## config.mk

```make
export PLATFORM = sky130hd
export DESIGN_NAME = remote_tilt_setpoint_ramp_core_flat
export DESIGN_NICKNAME = d
export VERILOG_FILES = /design/src/rtsr_pkg.sv /design/src/rtsr_if.sv /design/src/rtsr_front.sv /design/src/rtsr_queue.sv /design/src/rtsr_back.sv /design/src/remote_tilt_setpoint_ramp_core.sv /design/src/flat_wrapper.sv
export SDC_FILE = /design/constraint.sdc
export NUM_CORES = 2
export LEC_CHECK = 0
export BUFFER_PORTS_ARGS = -buffer_cell sky130_fd_sc_hd__buf_4
export CAP_MARGIN = 20
export CORE_AREA = 3 3 354 356
export CTS_CLUSTER_DIAMETER = 120
export CTS_CLUSTER_SIZE = 28
export DETAILED_ROUTE_END_ITERATION = 6
export DIE_AREA = 0 0 357 359
export PLACE_DENSITY = 0.74
export SLEW_MARGIN = 10
export SYNTH_ARGS = -nofsm -noshare
export SYNTH_HDL_FRONTEND = slang
export SYNTH_SLANG_ARGS = --single-unit
```

## constraint.sdc

```tcl
create_clock -name clk_i -period 12.3 [get_ports clk_i]
set_input_delay 2.46 -clock clk_i [delete_from_list [all_inputs] [get_ports clk_i]]
set_output_delay 2.46 -clock clk_i [all_outputs]
set_load 0.01 [all_outputs]
```

## src/rtsr_pkg.sv

```systemverilog
// shared types, codes and constants for the remote tilt setpoint ramp
// used by every module of the block; depends on nothing
`default_nettype none

package rtsr_pkg;

  localparam int unsigned CFG_IDX_W   = 3;
  localparam int unsigned CFG_DATA_W  = 16;
  localparam int unsigned QUEUE_DEPTH = 2;

  localparam logic [15:0] AGE_LIMIT_MS = 16'd1000;
  localparam logic [27:0] ALPHA_Q16    = 28'd1311;
  localparam logic [27:0] BETA_Q16     = 28'd64225;
  localparam logic [24:0] SNAP_WINDOW  = 25'd131072;
  localparam logic [16:0] IN_FULL      = 17'd16384;

  typedef enum logic [CFG_IDX_W-1:0] {
    CFG_SOURCE_TYPE   = 3'd0,
    CFG_DEADBAND      = 3'd1,
    CFG_DEADBAND_GAIN = 3'd2,
    CFG_INVERT_INPUT  = 3'd3,
    CFG_ANGLE_LIMIT   = 3'd4,
    CFG_RAMP_RATE     = 3'd5
  } cfg_idx_e;

  typedef enum logic [1:0] {
    SRC_NONE = 2'd0,
    SRC_PPM  = 2'd1,
    SRC_JOY  = 2'd2
  } src_e;

  typedef struct packed {
    logic [1:0]  source_type;
    logic [13:0] deadband;
    logic [15:0] deadband_gain;
    logic        invert_input;
    logic [14:0] angle_limit;
    logic [15:0] ramp_rate;
  } cfg_t;

  // one conditioned request handed from front to back
  typedef struct packed {
    logic signed [15:0] held;
    logic               darkride;
    logic               conn;
  } cmd_t;

  typedef enum logic [2:0] {
    B_IDLE,
    B_TGT,
    B_DIFF,
    B_ACC1,
    B_ACC2,
    B_ACC3,
    B_RAMP,
    B_UPD
  } back_state_e;

endpackage

`default_nettype wire

```

## src/rtsr_if.sv

```systemverilog
// valid/ready channel interfaces for input requests and result items
// standalone, no package needed
`default_nettype none

interface rtsr_in_if;
  logic               valid;
  logic               ready;
  logic signed [15:0] ppm_value;
  logic        [15:0] ppm_age_ms;
  logic signed [15:0] joystick_value;
  logic        [15:0] joystick_age_ms;
  logic               darkride;

  modport source (
    output valid, ppm_value, ppm_age_ms, joystick_value, joystick_age_ms, darkride,
    input  ready
  );
  modport sink (
    input  valid, ppm_value, ppm_age_ms, joystick_value, joystick_age_ms, darkride,
    output ready
  );
endinterface

interface rtsr_out_if;
  logic               valid;
  logic               ready;
  logic signed [23:0] tilt_setpoint;
  logic signed [15:0] conditioned_input;
  logic               connected;

  modport source (
    output valid, tilt_setpoint, conditioned_input, connected,
    input  ready
  );
  modport sink (
    input  valid, tilt_setpoint, conditioned_input, connected,
    output ready
  );
endinterface

`default_nettype wire

```

## src/rtsr_front.sv

```systemverilog
// front end: accepts requests, selects the source, checks freshness, applies deadband
// depends on rtsr_pkg and rtsr_in_if
`default_nettype none

module rtsr_front (
  input  wire logic         clk_i,
  input  wire logic         rst_ni,
  input  wire rtsr_pkg::cfg_t cfg_i,
  rtsr_in_if.sink           in_if,
  output logic              push_valid_o,
  input  wire logic         push_ready_i,
  output rtsr_pkg::cmd_t    push_cmd_o
);
  import rtsr_pkg::*;

  logic               a_valid_q;
  logic signed [15:0] a_v_q, sel_v;
  logic               a_conn_q, sel_conn;
  logic               a_dark_q;
  logic               in_acc;

  logic signed [16:0] v_ext;
  logic        [16:0] mag, over;
  logic        [32:0] scaled;
  logic        [33:0] rounded;
  logic        [25:0] m;
  logic        [15:0] m_sat;
  logic signed [15:0] c;

  assign in_if.ready = !a_valid_q || push_ready_i;
  assign in_acc      = in_if.valid && in_if.ready;

  always_comb begin
    sel_v    = '0;
    sel_conn = 1'b0;
    case (cfg_i.source_type)
      SRC_PPM: begin
        sel_v    = in_if.ppm_value;
        sel_conn = in_if.ppm_age_ms < AGE_LIMIT_MS;
      end
      SRC_JOY: begin
        sel_v    = in_if.joystick_value;
        sel_conn = in_if.joystick_age_ms < AGE_LIMIT_MS;
      end
      default: begin
        sel_v    = '0;
        sel_conn = 1'b0;
      end
    endcase
  end

  always_ff @(posedge clk_i or negedge rst_ni) begin
    if (!rst_ni) begin
      a_valid_q <= 1'b0;
    end else if (in_acc) begin
      a_valid_q <= 1'b1;
    end else if (push_ready_i) begin
      a_valid_q <= 1'b0;
    end
  end

  always_ff @(posedge clk_i) begin
    if (in_acc) begin
      a_v_q    <= sel_v;
      a_conn_q <= sel_conn;
      a_dark_q <= in_if.darkride;
    end
  end

  // deadband: strip the band, rescale by the gain, clamp to full scale; zero when not connected, negated when inverted
  always_comb begin
    v_ext   = 17'(a_v_q);
    mag     = v_ext[16] ? 17'(-v_ext) : 17'(v_ext);
    over    = mag - {3'b0, cfg_i.deadband};
    scaled  = over * cfg_i.deadband_gain;
    rounded = {1'b0, scaled} + 34'd128;
    m       = rounded[33:8];
    m_sat   = (m > 26'(IN_FULL)) ? 16'(IN_FULL) : m[15:0];
    if (!a_conn_q || mag < {3'b0, cfg_i.deadband}) begin
      c = '0;
    end else begin
      c = v_ext[16] ? -signed'(m_sat) : signed'(m_sat);
    end
    if (cfg_i.invert_input && a_conn_q) begin
      c = -c;
    end
  end

  assign push_valid_o        = a_valid_q;
  assign push_cmd_o.held     = c;
  assign push_cmd_o.darkride = a_dark_q;
  assign push_cmd_o.conn     = a_conn_q;

endmodule

`default_nettype wire

```

## src/rtsr_queue.sv

```systemverilog
// short register queue of conditioned requests between front and back
// depends on rtsr_pkg for the request type
`default_nettype none

module rtsr_queue #(
  parameter int unsigned Depth = rtsr_pkg::QUEUE_DEPTH
) (
  input  wire logic           clk_i,
  input  wire logic           rst_ni,
  input  wire logic           push_valid_i,
  output logic                push_ready_o,
  input  wire rtsr_pkg::cmd_t push_cmd_i,
  output logic                pop_valid_o,
  input  wire logic           pop_ready_i,
  output rtsr_pkg::cmd_t      pop_cmd_o
);
  import rtsr_pkg::*;

  localparam int unsigned PtrW = (Depth > 1) ? $clog2(Depth) : 1;
  localparam int unsigned CntW = $clog2(Depth + 1);
  localparam logic [PtrW-1:0] LastPtr = PtrW'(Depth - 1);
  localparam logic [CntW-1:0] FullCnt = CntW'(Depth);

  cmd_t            mem_q [Depth];
  logic [PtrW-1:0] wr_ptr_q, rd_ptr_q;
  logic [CntW-1:0] count_q;
  logic            push, pop;

  assign push_ready_o = count_q != FullCnt;
  assign pop_valid_o  = count_q != '0;
  assign push         = push_valid_i && push_ready_o;
  assign pop          = pop_valid_o && pop_ready_i;
  assign pop_cmd_o    = mem_q[rd_ptr_q];

  always_ff @(posedge clk_i or negedge rst_ni) begin
    if (!rst_ni) begin
      wr_ptr_q <= '0;
      rd_ptr_q <= '0;
      count_q  <= '0;
    end else begin
      if (push) begin
        wr_ptr_q <= (wr_ptr_q == LastPtr) ? '0 : wr_ptr_q + PtrW'(1);
      end
      if (pop) begin
        rd_ptr_q <= (rd_ptr_q == LastPtr) ? '0 : rd_ptr_q + PtrW'(1);
      end
      if (push && !pop) begin
        count_q <= count_q + CntW'(1);
      end else if (pop && !push) begin
        count_q <= count_q - CntW'(1);
      end
    end
  end

  always_ff @(posedge clk_i) begin
    if (push) begin
      mem_q[wr_ptr_q] <= push_cmd_i;
    end
  end

endmodule

`default_nettype wire

```

## src/rtsr_back.sv

```systemverilog
// back end: target angle, smoothed slew step and setpoint update on one shared multiplier
// depends on rtsr_pkg and rtsr_out_if
`default_nettype none

module rtsr_back (
  input  wire logic           clk_i,
  input  wire logic           rst_ni,
  input  wire rtsr_pkg::cfg_t cfg_i,
  input  wire logic           pop_valid_i,
  output logic                pop_ready_o,
  input  wire rtsr_pkg::cmd_t pop_cmd_i,
  rtsr_out_if.source          out_if
);
  import rtsr_pkg::*;

  function automatic logic signed [23:0] sat24(input logic signed [26:0] x);
    logic signed [26:0] hi, lo;
    hi = 27'sd8388607;
    lo = -27'sd8388608;
    if (x > hi) begin
      return 24'sd8388607;
    end else if (x < lo) begin
      return -24'sd8388608;
    end else begin
      return 24'(x);
    end
  endfunction

  back_state_e        state_q, state_d;
  cmd_t               cmd_q, cmd_d;
  logic signed [23:0] sp_q, sp_d;
  logic signed [23:0] ramped_q, ramped_d;
  logic signed [23:0] target_q, target_d;
  logic signed [24:0] diff_q, diff_d;
  logic        [24:0] diff_abs;
  logic               near_q, near_d;
  logic        [26:0] astep_q, astep_d;
  logic signed [57:0] acc_q, acc_d;
  logic        [16:0] lin_q, lin_d;
  logic signed [52:0] prod_q, prod_d;
  logic signed [27:0] mul_a;
  logic signed [24:0] mul_b;
  logic               out_valid_q, out_valid_d;
  logic signed [23:0] out_sp_q, out_sp_d;
  logic signed [15:0] out_ci_q, out_ci_d;
  logic               out_conn_q, out_conn_d;
  logic               out_free;

  logic signed [52:0] tsum;
  logic signed [23:0] t_raw;
  logic signed [27:0] alpha_far;
  logic signed [58:0] rsum;
  logic signed [52:0] lsum;
  logic        [24:0] ramp_abs, cs_mag;
  logic signed [24:0] cs;

  assign out_free = !out_valid_q || out_if.ready;
  assign diff_abs = diff_q[24] ? 25'(-diff_q) : 25'(diff_q);
  assign prod_d   = mul_a * mul_b;

  always_comb begin
    state_d     = state_q;
    cmd_d       = cmd_q;
    sp_d        = sp_q;
    ramped_d    = ramped_q;
    target_d    = target_q;
    diff_d      = diff_q;
    near_d      = near_q;
    astep_d     = astep_q;
    acc_d       = acc_q;
    lin_d       = lin_q;
    out_valid_d = out_valid_q && !out_if.ready;
    out_sp_d    = out_sp_q;
    out_ci_d    = out_ci_q;
    out_conn_d  = out_conn_q;
    pop_ready_o = 1'b0;
    mul_a       = '0;
    mul_b       = '0;
    tsum        = prod_q + 53'sd32;
    t_raw       = 24'(tsum >>> 6);
    alpha_far   = '0;
    rsum        = '0;
    lsum        = prod_q + 53'sd65536;
    ramp_abs    = ramped_q[23] ? 25'(-25'(ramped_q)) : 25'(ramped_q);
    cs_mag      = (ramp_abs < {8'b0, lin_q}) ? ramp_abs : {8'b0, lin_q};
    cs          = diff_q[24] ? -signed'(cs_mag) :
                  ((diff_q == '0) ? '0 : signed'(cs_mag));

    case (state_q)
      B_IDLE: begin
        pop_ready_o = 1'b1;
        if (pop_valid_i) begin
          cmd_d   = pop_cmd_i;
          state_d = B_TGT;
        end
      end
      B_TGT: begin
        mul_a   = 28'(cmd_q.held);
        mul_b   = signed'({10'b0, cfg_i.angle_limit});
        state_d = B_DIFF;
      end
      B_DIFF: begin
        target_d = cmd_q.darkride ? -t_raw : t_raw;
        diff_d   = 25'(target_d) - 25'(sp_q);
        near_d   = (diff_d[24] ? 25'(-diff_d) : 25'(diff_d)) < SNAP_WINDOW;
        mul_a    = signed'(ALPHA_Q16);
        mul_b    = signed'({9'b0, cfg_i.ramp_rate});
        state_d  = B_ACC1;
      end
      B_ACC1: begin
        astep_d = prod_q[26:0];
        mul_a   = signed'(BETA_Q16);
        mul_b   = 25'(ramped_q);
        state_d = B_ACC2;
      end
      B_ACC2: begin
        // far from target the step only sees the sign of the error
        if (diff_q[24]) begin
          alpha_far = -signed'({1'b0, astep_q});
        end else if (diff_q != '0) begin
          alpha_far = signed'({1'b0, astep_q});
        end
        if (near_q) begin
          acc_d = {prod_q[40:0], 17'b0};
        end else begin
          acc_d = 58'(prod_q) + 58'(alpha_far);
        end
        mul_a   = signed'({1'b0, astep_q});
        mul_b   = diff_q;
        state_d = B_ACC3;
      end
      B_ACC3: begin
        if (near_q) begin
          acc_d = acc_q + 58'(prod_q);
        end
        mul_a   = signed'({3'b0, diff_abs});
        mul_b   = signed'({9'b0, cfg_i.ramp_rate});
        state_d = B_RAMP;
      end
      B_RAMP: begin
        lin_d = 17'(lsum >>> 17);
        if (near_q) begin
          rsum     = 59'(acc_q) + (59'sd1 <<< 32);
          ramped_d = sat24(27'(rsum >>> 33));
        end else begin
          rsum     = 59'(acc_q) + 59'sd32768;
          ramped_d = sat24(27'(rsum >>> 16));
        end
        state_d = B_UPD;
      end
      B_UPD: begin
        if (out_free) begin
          if (!near_q) begin
            sp_d = sat24(27'(sp_q) + 27'(ramped_q));
          end else if (diff_abs < cs_mag) begin
            sp_d = target_q;
          end else begin
            sp_d = sat24(27'(sp_q) + 27'(cs));
          end
          out_valid_d = 1'b1;
          out_sp_d    = sp_d;
          out_ci_d    = cmd_q.held;
          out_conn_d  = cmd_q.conn;
          state_d     = B_IDLE;
        end
      end
      default: begin
        state_d = B_IDLE;
      end
    endcase
  end

  always_ff @(posedge clk_i or negedge rst_ni) begin
    if (!rst_ni) begin
      state_q     <= B_IDLE;
      sp_q        <= '0;
      ramped_q    <= '0;
      out_valid_q <= 1'b0;
    end else begin
      state_q     <= state_d;
      sp_q        <= sp_d;
      ramped_q    <= ramped_d;
      out_valid_q <= out_valid_d;
    end
  end

  always_ff @(posedge clk_i) begin
    cmd_q      <= cmd_d;
    target_q   <= target_d;
    diff_q     <= diff_d;
    near_q     <= near_d;
    astep_q    <= astep_d;
    acc_q      <= acc_d;
    lin_q      <= lin_d;
    prod_q     <= prod_d;
    out_sp_q   <= out_sp_d;
    out_ci_q   <= out_ci_d;
    out_conn_q <= out_conn_d;
  end

  assign out_if.valid             = out_valid_q;
  assign out_if.tilt_setpoint     = out_sp_q;
  assign out_if.conditioned_input = out_ci_q;
  assign out_if.connected         = out_conn_q;

endmodule

`default_nettype wire

```

## src/remote_tilt_setpoint_ramp_core.sv

```systemverilog
// the back sequencer takes one request at a time and runs all
//   five multiplies of a tick through its single shared multiplier before it takes the next
// the front and the queue keep accepting while the queue has room, while the back works or the result waits
// reset: asynchronous active low; setpoint, slew step and queue clear, config to defaults
// depends on rtsr_pkg, rtsr_if, rtsr_front, rtsr_queue and rtsr_back
`default_nettype none

module remote_tilt_setpoint_ramp_core #(
  parameter int unsigned QueueDepth = rtsr_pkg::QUEUE_DEPTH
) (
  input  wire logic                           clk_i,
  input  wire logic                           rst_ni,
  input  wire logic                           cfg_we_i,
  input  wire logic [rtsr_pkg::CFG_IDX_W-1:0]  cfg_idx_i,
  input  wire logic [rtsr_pkg::CFG_DATA_W-1:0] cfg_wdata_i,
  rtsr_in_if.sink                             in_if,
  rtsr_out_if.source                          out_if
);
  import rtsr_pkg::*;

  cfg_t cfg_q;
  logic push_valid, push_ready, pop_valid, pop_ready;
  cmd_t push_cmd, pop_cmd;

  always_ff @(posedge clk_i or negedge rst_ni) begin
    if (!rst_ni) begin
      cfg_q.source_type   <= '0;
      cfg_q.deadband      <= '0;
      cfg_q.deadband_gain <= 16'd256;
      cfg_q.invert_input  <= 1'b0;
      cfg_q.angle_limit   <= '0;
      cfg_q.ramp_rate     <= '0;
    end else if (cfg_we_i) begin
      case (cfg_idx_i)
        CFG_SOURCE_TYPE:   cfg_q.source_type   <= cfg_wdata_i[1:0];
        CFG_DEADBAND:      cfg_q.deadband      <= cfg_wdata_i[13:0];
        CFG_DEADBAND_GAIN: cfg_q.deadband_gain <= cfg_wdata_i;
        CFG_INVERT_INPUT:  cfg_q.invert_input  <= cfg_wdata_i[0];
        CFG_ANGLE_LIMIT:   cfg_q.angle_limit   <= cfg_wdata_i[14:0];
        CFG_RAMP_RATE:     cfg_q.ramp_rate     <= cfg_wdata_i;
        default: begin
        end
      endcase
    end
  end

  rtsr_front u_front (
    .clk_i        (clk_i),
    .rst_ni       (rst_ni),
    .cfg_i        (cfg_q),
    .in_if        (in_if),
    .push_valid_o (push_valid),
    .push_ready_i (push_ready),
    .push_cmd_o   (push_cmd)
  );

  rtsr_queue #(
    .Depth (QueueDepth)
  ) u_queue (
    .clk_i        (clk_i),
    .rst_ni       (rst_ni),
    .push_valid_i (push_valid),
    .push_ready_o (push_ready),
    .push_cmd_i   (push_cmd),
    .pop_valid_o  (pop_valid),
    .pop_ready_i  (pop_ready),
    .pop_cmd_o    (pop_cmd)
  );

  rtsr_back u_back (
    .clk_i       (clk_i),
    .rst_ni      (rst_ni),
    .cfg_i       (cfg_q),
    .pop_valid_i (pop_valid),
    .pop_ready_o (pop_ready),
    .pop_cmd_i   (pop_cmd),
    .out_if      (out_if)
  );

endmodule

`default_nettype wire

```

## src/flat_wrapper.sv

```systemverilog
// flat-port wrapper written by rule: the top's interface ports become plain ports
module remote_tilt_setpoint_ramp_core_flat import rtsr_pkg::*;
#(
  parameter int unsigned QueueDepth = rtsr_pkg::QUEUE_DEPTH
)
  (clk_i, rst_ni, cfg_we_i, cfg_idx_i, cfg_wdata_i, in_if_valid, in_if_ppm_value, in_if_ppm_age_ms, in_if_joystick_value, in_if_joystick_age_ms, in_if_darkride, in_if_ready, out_if_valid, out_if_tilt_setpoint, out_if_conditioned_input, out_if_connected, out_if_ready);
  rtsr_in_if in_if_i ();
  rtsr_out_if out_if_i ();
  input  wire logic clk_i;
  input  wire logic rst_ni;
  input  wire logic cfg_we_i;
  input  wire logic [rtsr_pkg::CFG_IDX_W-1:0] cfg_idx_i;
  input  wire logic [rtsr_pkg::CFG_DATA_W-1:0] cfg_wdata_i;
  input wire logic [$bits(in_if_i.valid)-1:0] in_if_valid;
  input wire logic [$bits(in_if_i.ppm_value)-1:0] in_if_ppm_value;
  input wire logic [$bits(in_if_i.ppm_age_ms)-1:0] in_if_ppm_age_ms;
  input wire logic [$bits(in_if_i.joystick_value)-1:0] in_if_joystick_value;
  input wire logic [$bits(in_if_i.joystick_age_ms)-1:0] in_if_joystick_age_ms;
  input wire logic [$bits(in_if_i.darkride)-1:0] in_if_darkride;
  output wire logic [$bits(in_if_i.ready)-1:0] in_if_ready;
  output wire logic [$bits(out_if_i.valid)-1:0] out_if_valid;
  output wire logic [$bits(out_if_i.tilt_setpoint)-1:0] out_if_tilt_setpoint;
  output wire logic [$bits(out_if_i.conditioned_input)-1:0] out_if_conditioned_input;
  output wire logic [$bits(out_if_i.connected)-1:0] out_if_connected;
  input wire logic [$bits(out_if_i.ready)-1:0] out_if_ready;
  assign in_if_i.valid = in_if_valid;
  assign in_if_i.ppm_value = in_if_ppm_value;
  assign in_if_i.ppm_age_ms = in_if_ppm_age_ms;
  assign in_if_i.joystick_value = in_if_joystick_value;
  assign in_if_i.joystick_age_ms = in_if_joystick_age_ms;
  assign in_if_i.darkride = in_if_darkride;
  assign in_if_ready = in_if_i.ready;
  assign out_if_valid = out_if_i.valid;
  assign out_if_tilt_setpoint = out_if_i.tilt_setpoint;
  assign out_if_conditioned_input = out_if_i.conditioned_input;
  assign out_if_connected = out_if_i.connected;
  assign out_if_i.ready = out_if_ready;
  remote_tilt_setpoint_ramp_core #(.QueueDepth(QueueDepth)) u_core (.clk_i(clk_i), .rst_ni(rst_ni), .cfg_we_i(cfg_we_i), .cfg_idx_i(cfg_idx_i), .cfg_wdata_i(cfg_wdata_i), .in_if(in_if_i), .out_if(out_if_i));
endmodule
```

# [Yosys cells after proc, flatten, opt, wreduce, memory -nomap -nowiden]
# Memory sizes are Yosys's and may differ from the RTL's. A register that Yosys moved wholly into a read port is not among the register bits.
# Index checks and enable logic that the tools add are counted.
[totals] n_memories=1 ram_bits=36 word_cells=169 input_bits=89 output_inout_bits=43 ff_bits=385
[op_classes] addsub=24 n_mul=2 n_mux=47 eq_ne=18 magnitude_cmp=15 n_reduce_logical=35
[memory_table] name="u_core.u_queue.mem_q" words=2 width=18 read_ports=1 rd_clocked_by_memory_dff=1 write_ports=1 line="rtsr_queue.sv:24" rtl="cmd_t mem_q [Depth];"
[ops] op="24-bit two-way mux" n=12
[ops] op="25-bit two-way mux" n=6
[ops] op="28-bit one-hot mux with 5 select lines" n=1
[ops] op="58-bit two-way mux" n=2
[ops] op="58-bit one-hot mux with 2 select lines" n=1
[ops] op="25-bit one-hot mux with 4 select lines" n=1
[ops] op="25-bit negator" n=3
[ops] op="16-bit two-way mux" n=4
[ops] op="58-bit by 34-bit adder with 59-bit output, second input constant" n=1
[ops] op="58-bit by 53-bit adder with 58-bit output" n=1
[ops] op="28-bit two-way mux" n=2
[ops] op="53-bit by 28-bit adder with 54-bit output" n=1
[ops] op="28-bit by 25-bit multiplier with 53-bit output" n=1
[ops] op="26-bit by 24-bit greater-than comparator with 1-bit output, second input constant" n=2
[ops] op="26-bit by 24-bit less-than comparator with 1-bit output, second input constant" n=2
[ops] op="43-bit by 17-bit adder with 43-bit output, second input constant" n=1
[ops] op="33-bit by 8-bit adder with 34-bit output, second input constant" n=1
[ops] op="34-bit by 18-bit adder with 34-bit output, second input constant" n=1
[ops] op="17-bit by 16-bit multiplier with 33-bit output" n=1
[ops] op="16-bit by 10-bit less-than comparator with 1-bit output, second input constant" n=2
[ops] op="16-bit negator" n=2
[ops] op="16-bit one-hot mux with 2 select lines" n=1
[ops] op="30-bit by 7-bit adder with 30-bit output, second input constant" n=1
[ops] op="27-bit negator with 28-bit output" n=1
[ops] op="42 further kinds" n=90

# [Logic depth before layout (Yosys ltp)]
[depth] word_depth=12 ltp_mapped=55 mapped_depth_nobuf=51

# [By module]
# From an unflattened synthesis, not the netlist that was laid out.
[unflattened] hier_cells=7978 area_unflattened_um2=70272.4
[by_module_without_submodules] mod="rtsr_back" cells_per_inst=6199 seq_area_each_um2=8698.3 n_inst=1 area_each_um2=53347.4
[by_module_without_submodules] mod="rtsr_front" cells_per_inst=1564 seq_area_each_um2=565.5 n_inst=1 area_each_um2=12786.0
[by_module_without_submodules] mod="remote_tilt_setpoint_ramp_core" cells_per_inst=141 seq_area_each_um2=1602.8 n_inst=1 area_each_um2=2596.2
[by_module_without_submodules] mod="rtsr_queue" cells_per_inst=74 seq_area_each_um2=1181.1 n_inst=1 area_each_um2=1542.7

# [Worst setup path after synthesis]
# No wires, ideal clock.
[synth_path] path_type="flip-flop to flip-flop" from="register u_core.u_front.a_v_q[15]" to="memory u_core.u_queue.mem_q[0][17] (netlist name) (data pin)" n_path_buf=7 required_time_ns=12.037 synth_period_minus_slack_ns=12.413 arrival_time_ns=12.150 path_stages_with_launch=52 slack_ns=-0.113 setup_ns=0.263 path_cell_list="edfxtp_1 -> clkbuf_1 -> clkbuf_1 -> buf_1 -> clkbuf_1 -> o21ai_0 -> fa_1 -> a21o_1 -> a21oi_1 -> o21bai_1 -> a21oi_1 -> o21bai_1 -> a21oi_1 -> o21bai_1 -> a21oi_1 -> xnor2_1 -> clkbuf_1 -> nand2_1 -> (+16 left out) -> o21ai_2 -> xor2_1 -> or4_4 -> or4_4 -> o31a_4 -> nor2_2 -> buf_2 -> nand2_1 -> ha_1 -> o21ai_0 -> or4_1 -> nand3_1 -> o31a_1 -> o21ai_2 -> nand4_2 -> nor4_4 -> a211oi_1 -> a211o_1"
[synth_lines] item="from (decl)" line="rtsr_front.sv:17" rtl="logic signed [15:0] a_v_q, sel_v;"
[synth_lines] item="from (signal assigned)" line="rtsr_front.sv:64" rtl="a_v_q <= sel_v;"
[synth_lines] item="to (decl)" line="rtsr_queue.sv:24"

==> results.json <==
{
  "drcViolationCount": 0,
  "status": "finished clean",
  "syn_avg_cell_area_um2": 8.923,
  "die_height_um": 359,
  "area_delta_synth_final_pct": 6.221,
  "start_util": 0.5513,
  "grt_pass1_vias": 55700,
  "dp_hpwl_mm": 169.8,
  "cpMaxStageDelayCell": "fa_1",
  "async_flop_share": 0.2756,
  "vias_per_cell": 5.991,
  "cts_buffers": 23,
  "synth_top_cell_by_area": "fa_1",
  "synth_most_common_cell": "inv_1",
  "ff2ff_setup_slack_ns": 0.61,
  "crit_family": "adder cells",
  "track_usage": 0.3255,
  "timing.critical_path.mode_cell": "fa_1",
  "setup_viol": 0,
  "r2r_cells": 44,
  "synth_seq_area_share": 0.1791,
  "required_ns": 12.64,
  "antenna_found_initial": 8,
  "fp.dieArea_mm2": 0.1282,
  "synth.distinct_cells": 103,
  "finalCritPeriodShare": 0.9501,
  "min_from": "u_core.u_back.cmd_q[0]",
  "wl_per_cell_um": 22.72,
  "setup_slack_ns": 0.6133,
  "synth_top_area_share": 0.2803,
  "crit_buf_inv": 8,
  "hold_depth": 0,
  "holdWs_ns": 0.4428,
  "yosys-top-cells-area": "fa_1, edfxtp_1, ha_1",
  "drtIter0Drc": 5243,
  "min_delay_worst_endpoint": "u_core.u_back.out_if.connected",
  "syn_area_mm2": 0.06728,
  "max_freq_mhz": 85.57,
  "fillers": 10550,
  "seq_area_mm2": 0.01205,
  "hold_path_class": "reg -> reg",
  "worst-setup-path-type": "reg -> reg",
  "top_usage_layer": "met2",
  "finClkSkew_ns": 0.03947,
  "synthCells": 7540,
  "dp_slack_ns": -0.2418,
  "tightestPinTransition_ns": 1.199,
  "hold_viol_final": 0,
  "grt_max_degree": 99,
  "antenna_cells": 0,
  "grt.overflow.total": 0,
  "cp_max_fo": 16,
  "cp.depth": 44,
  "use_met1": 0.4330,
  "ys_ff_latch": 439,
  "critPathArrivalTime_ns": 12.03,
  "multi_input_area_mm2": 0.05028,
  "worstSkewPairLatency_ns": 0.64,
  "num_vias": 55110,
  "r2r-end": "u_core.u_queue.mem_q[1][14]",
  "fin_nets": 9108,
  "pin_count": 132,
  "slew_violations": 0,
  "place.gp.congestion": 0.9956,
  "core-area_mm2": 0.1220,
  "clkTransAtPathRegs_ns": 0.12,
  "core.rowCount": 128,
  "ctsLongestPathBuffers": 3,
  "r2r_start": "u_core.u_front.a_v_q[0]",
  "die-width_um": 357,
  "synth_common_cells": "inv_1, fa_1, nand2_1",
  "clock-root-buffer": "clkbuf_16",
  "synth-edff-count": 265,
  "h-tree-depth": 1,
  "start_kind": "register",
  "post-route-min-period_ns": 11.69,
  "cts_tree": "done",
  "io_buffers": 125,
  "drive_gt1_frac": 0.06905,
  "grt_pass1_wl_mm": 323.6,
  "synthFlopType": "edfxtp_1",
  "numClockSinks": 439,
  "maxSlewHeadroom": 0.1955,
  "maxCapViolCount": 0,
  "drt_wl_total_mm": 209.0,
  "grt_util_met3": 0.06362,
  "firstDrtPassIters": 6,
  "slowest_delay_ns": 0.56,
  "ant_nets": 0,
  "synth_warnings": 0,
  "grtUsageMet2": 0.5182,
  "crit_path_end_kind": "register"
}
## final cells by class
class / count / area share
Timing Repair Buffer: 284 / 0.03029
Clock buffer: 31 / 0.008911
Tap cell: 1625 / 0.02845
Multi-Input combinational cell: 5707 / 0.7036
Clock inverter: 10 / 0.002258
Sequential cell: 439 / 0.1686
Inverter: 1103 / 0.05793
## sequential cells by signal (all words and copies together) (netlist names), 2 cells and up
name,cells
u_core.u_back.prod_q,53
u_core.u_back.acc_q,58
u_core.u_back.state_q,3
u_core.u_back.out_if.tilt_setpoint,24
u_core.u_back.sp_q,24
u_core.u_back.target_q,24
u_core.cfg_q,64
u_core.u_back.cmd_q,18
u_core.u_front.a_v_q,16
u_core.u_queue.mem_q,36
u_core.u_back.lin_q,17
u_core.u_back.ramped_q,24
u_core.u_back.out_if.conditioned_input,16
u_core.u_queue.count_q,2
u_core.u_back.astep_q,27
u_core.u_back.diff_q,25
## stage by stage
| step | cell area [µm²] | setup TNS, ns | instances | utilization |
|---|---|---|---|---|
| finish | 71470 | 0 | 9199 | 0.5856 |
| CTS | 71290 | 0 | 9195 | 0.5842 |
| global placement | 70430 | 0 | 9151 | 0.5771 |
| floorplan | 67370 | 0 | 7563 | - |
| global route | 71470 | -0.01748 | 9199 | 0.5856 |
| detailed placement | 70450 | -1.715 | 9153 | 0.5773 |
## worst max path at each step
stage | to | start
floorplan | u_core.u_queue.mem_q[0][17] | u_core.u_front.a_v_q[15]
global placement | u_core.u_queue.mem_q[0][17] | u_core.u_front.a_v_q[0]
detailed placement | u_core.u_queue.mem_q[0][17] | u_core.u_front.a_v_q[0]
CTS | u_core.u_queue.mem_q[1][17] | u_core.u_front.a_v_q[0]
global route | u_core.u_queue.mem_q[0][12] | u_core.u_front.a_v_q[0]
finish | u_core.u_queue.mem_q[1][14] | u_core.u_front.a_v_q[0]
## cell families after synthesis
group,synth area share
flops,0.1791
fa+ha+maj,0.3768
buf+inv,0.07963
compound gates,0.1307
xor+xnor,0.05819
mux,0.02250
other cells,0.0001116
simple gates,0.1530
## worst register-to-register path: cells and delay by family, from the launching register on
family / cells / cell delay, ns
XOR/XNOR: 4 / 0.57
buffers and inverters: 8 / 1.03
flip-flops: 1 / 0.42
adder cells (fa/ha/maj): 10 / 4.09
AO/OA/AOI/OAI: 9 / 2.51
AND/OR/NAND/NOR: 13 / 2.78
## routing by layer
metal	vias up	part of all wire
li1	24770	-
met1	27120	0.39
met2	2680	0.46
met3	537	0.10
met4	4	0.054
met5	-	0.00016
## what timing repair did
item / CTS / global route
resized for setup: 6 / 29
setup endpoints to repair: 16 / 30
pin swaps: 1 / 3
gates cloned: 0 / 0
setup buffers: 1 / 0
hold buffers: 0 / 0
## cells in the final DEF, fill, tap and decap left out, types with 17 or more instances in the layout
cell type,count
a211oi_1,40
a21o_1,158
a21oi_1,321
a221o_1,25
a22oi_1,32
a31oi_1,45
and2_1,159
and3_1,58
buf_4,277
clkbuf_16,24
conb_1,25
dfrtp_1,119
dfxtp_1,53
edfxtp_1,265
fa_1,941
ha_1,518
inv_1,1100
mux2_2,86
mux2i_1,52
nand2_1,942
nand2b_1,64
nand3_1,144
nand4_1,44
nor2_1,579
nor2b_1,58
nor3_1,54
nor4_1,17
o211ai_1,29
o21a_1,39
o21ai_0,320
o21ai_1,20
o21bai_1,70
o22ai_1,43
o31ai_1,34
or2_2,28
or3_1,41
or4_1,19
xnor2_1,263
xor2_1,177
Power is left out: the tool's default activity adds up to more than one toggle a clock period on the data nets, which glitch-free logic cannot reach.
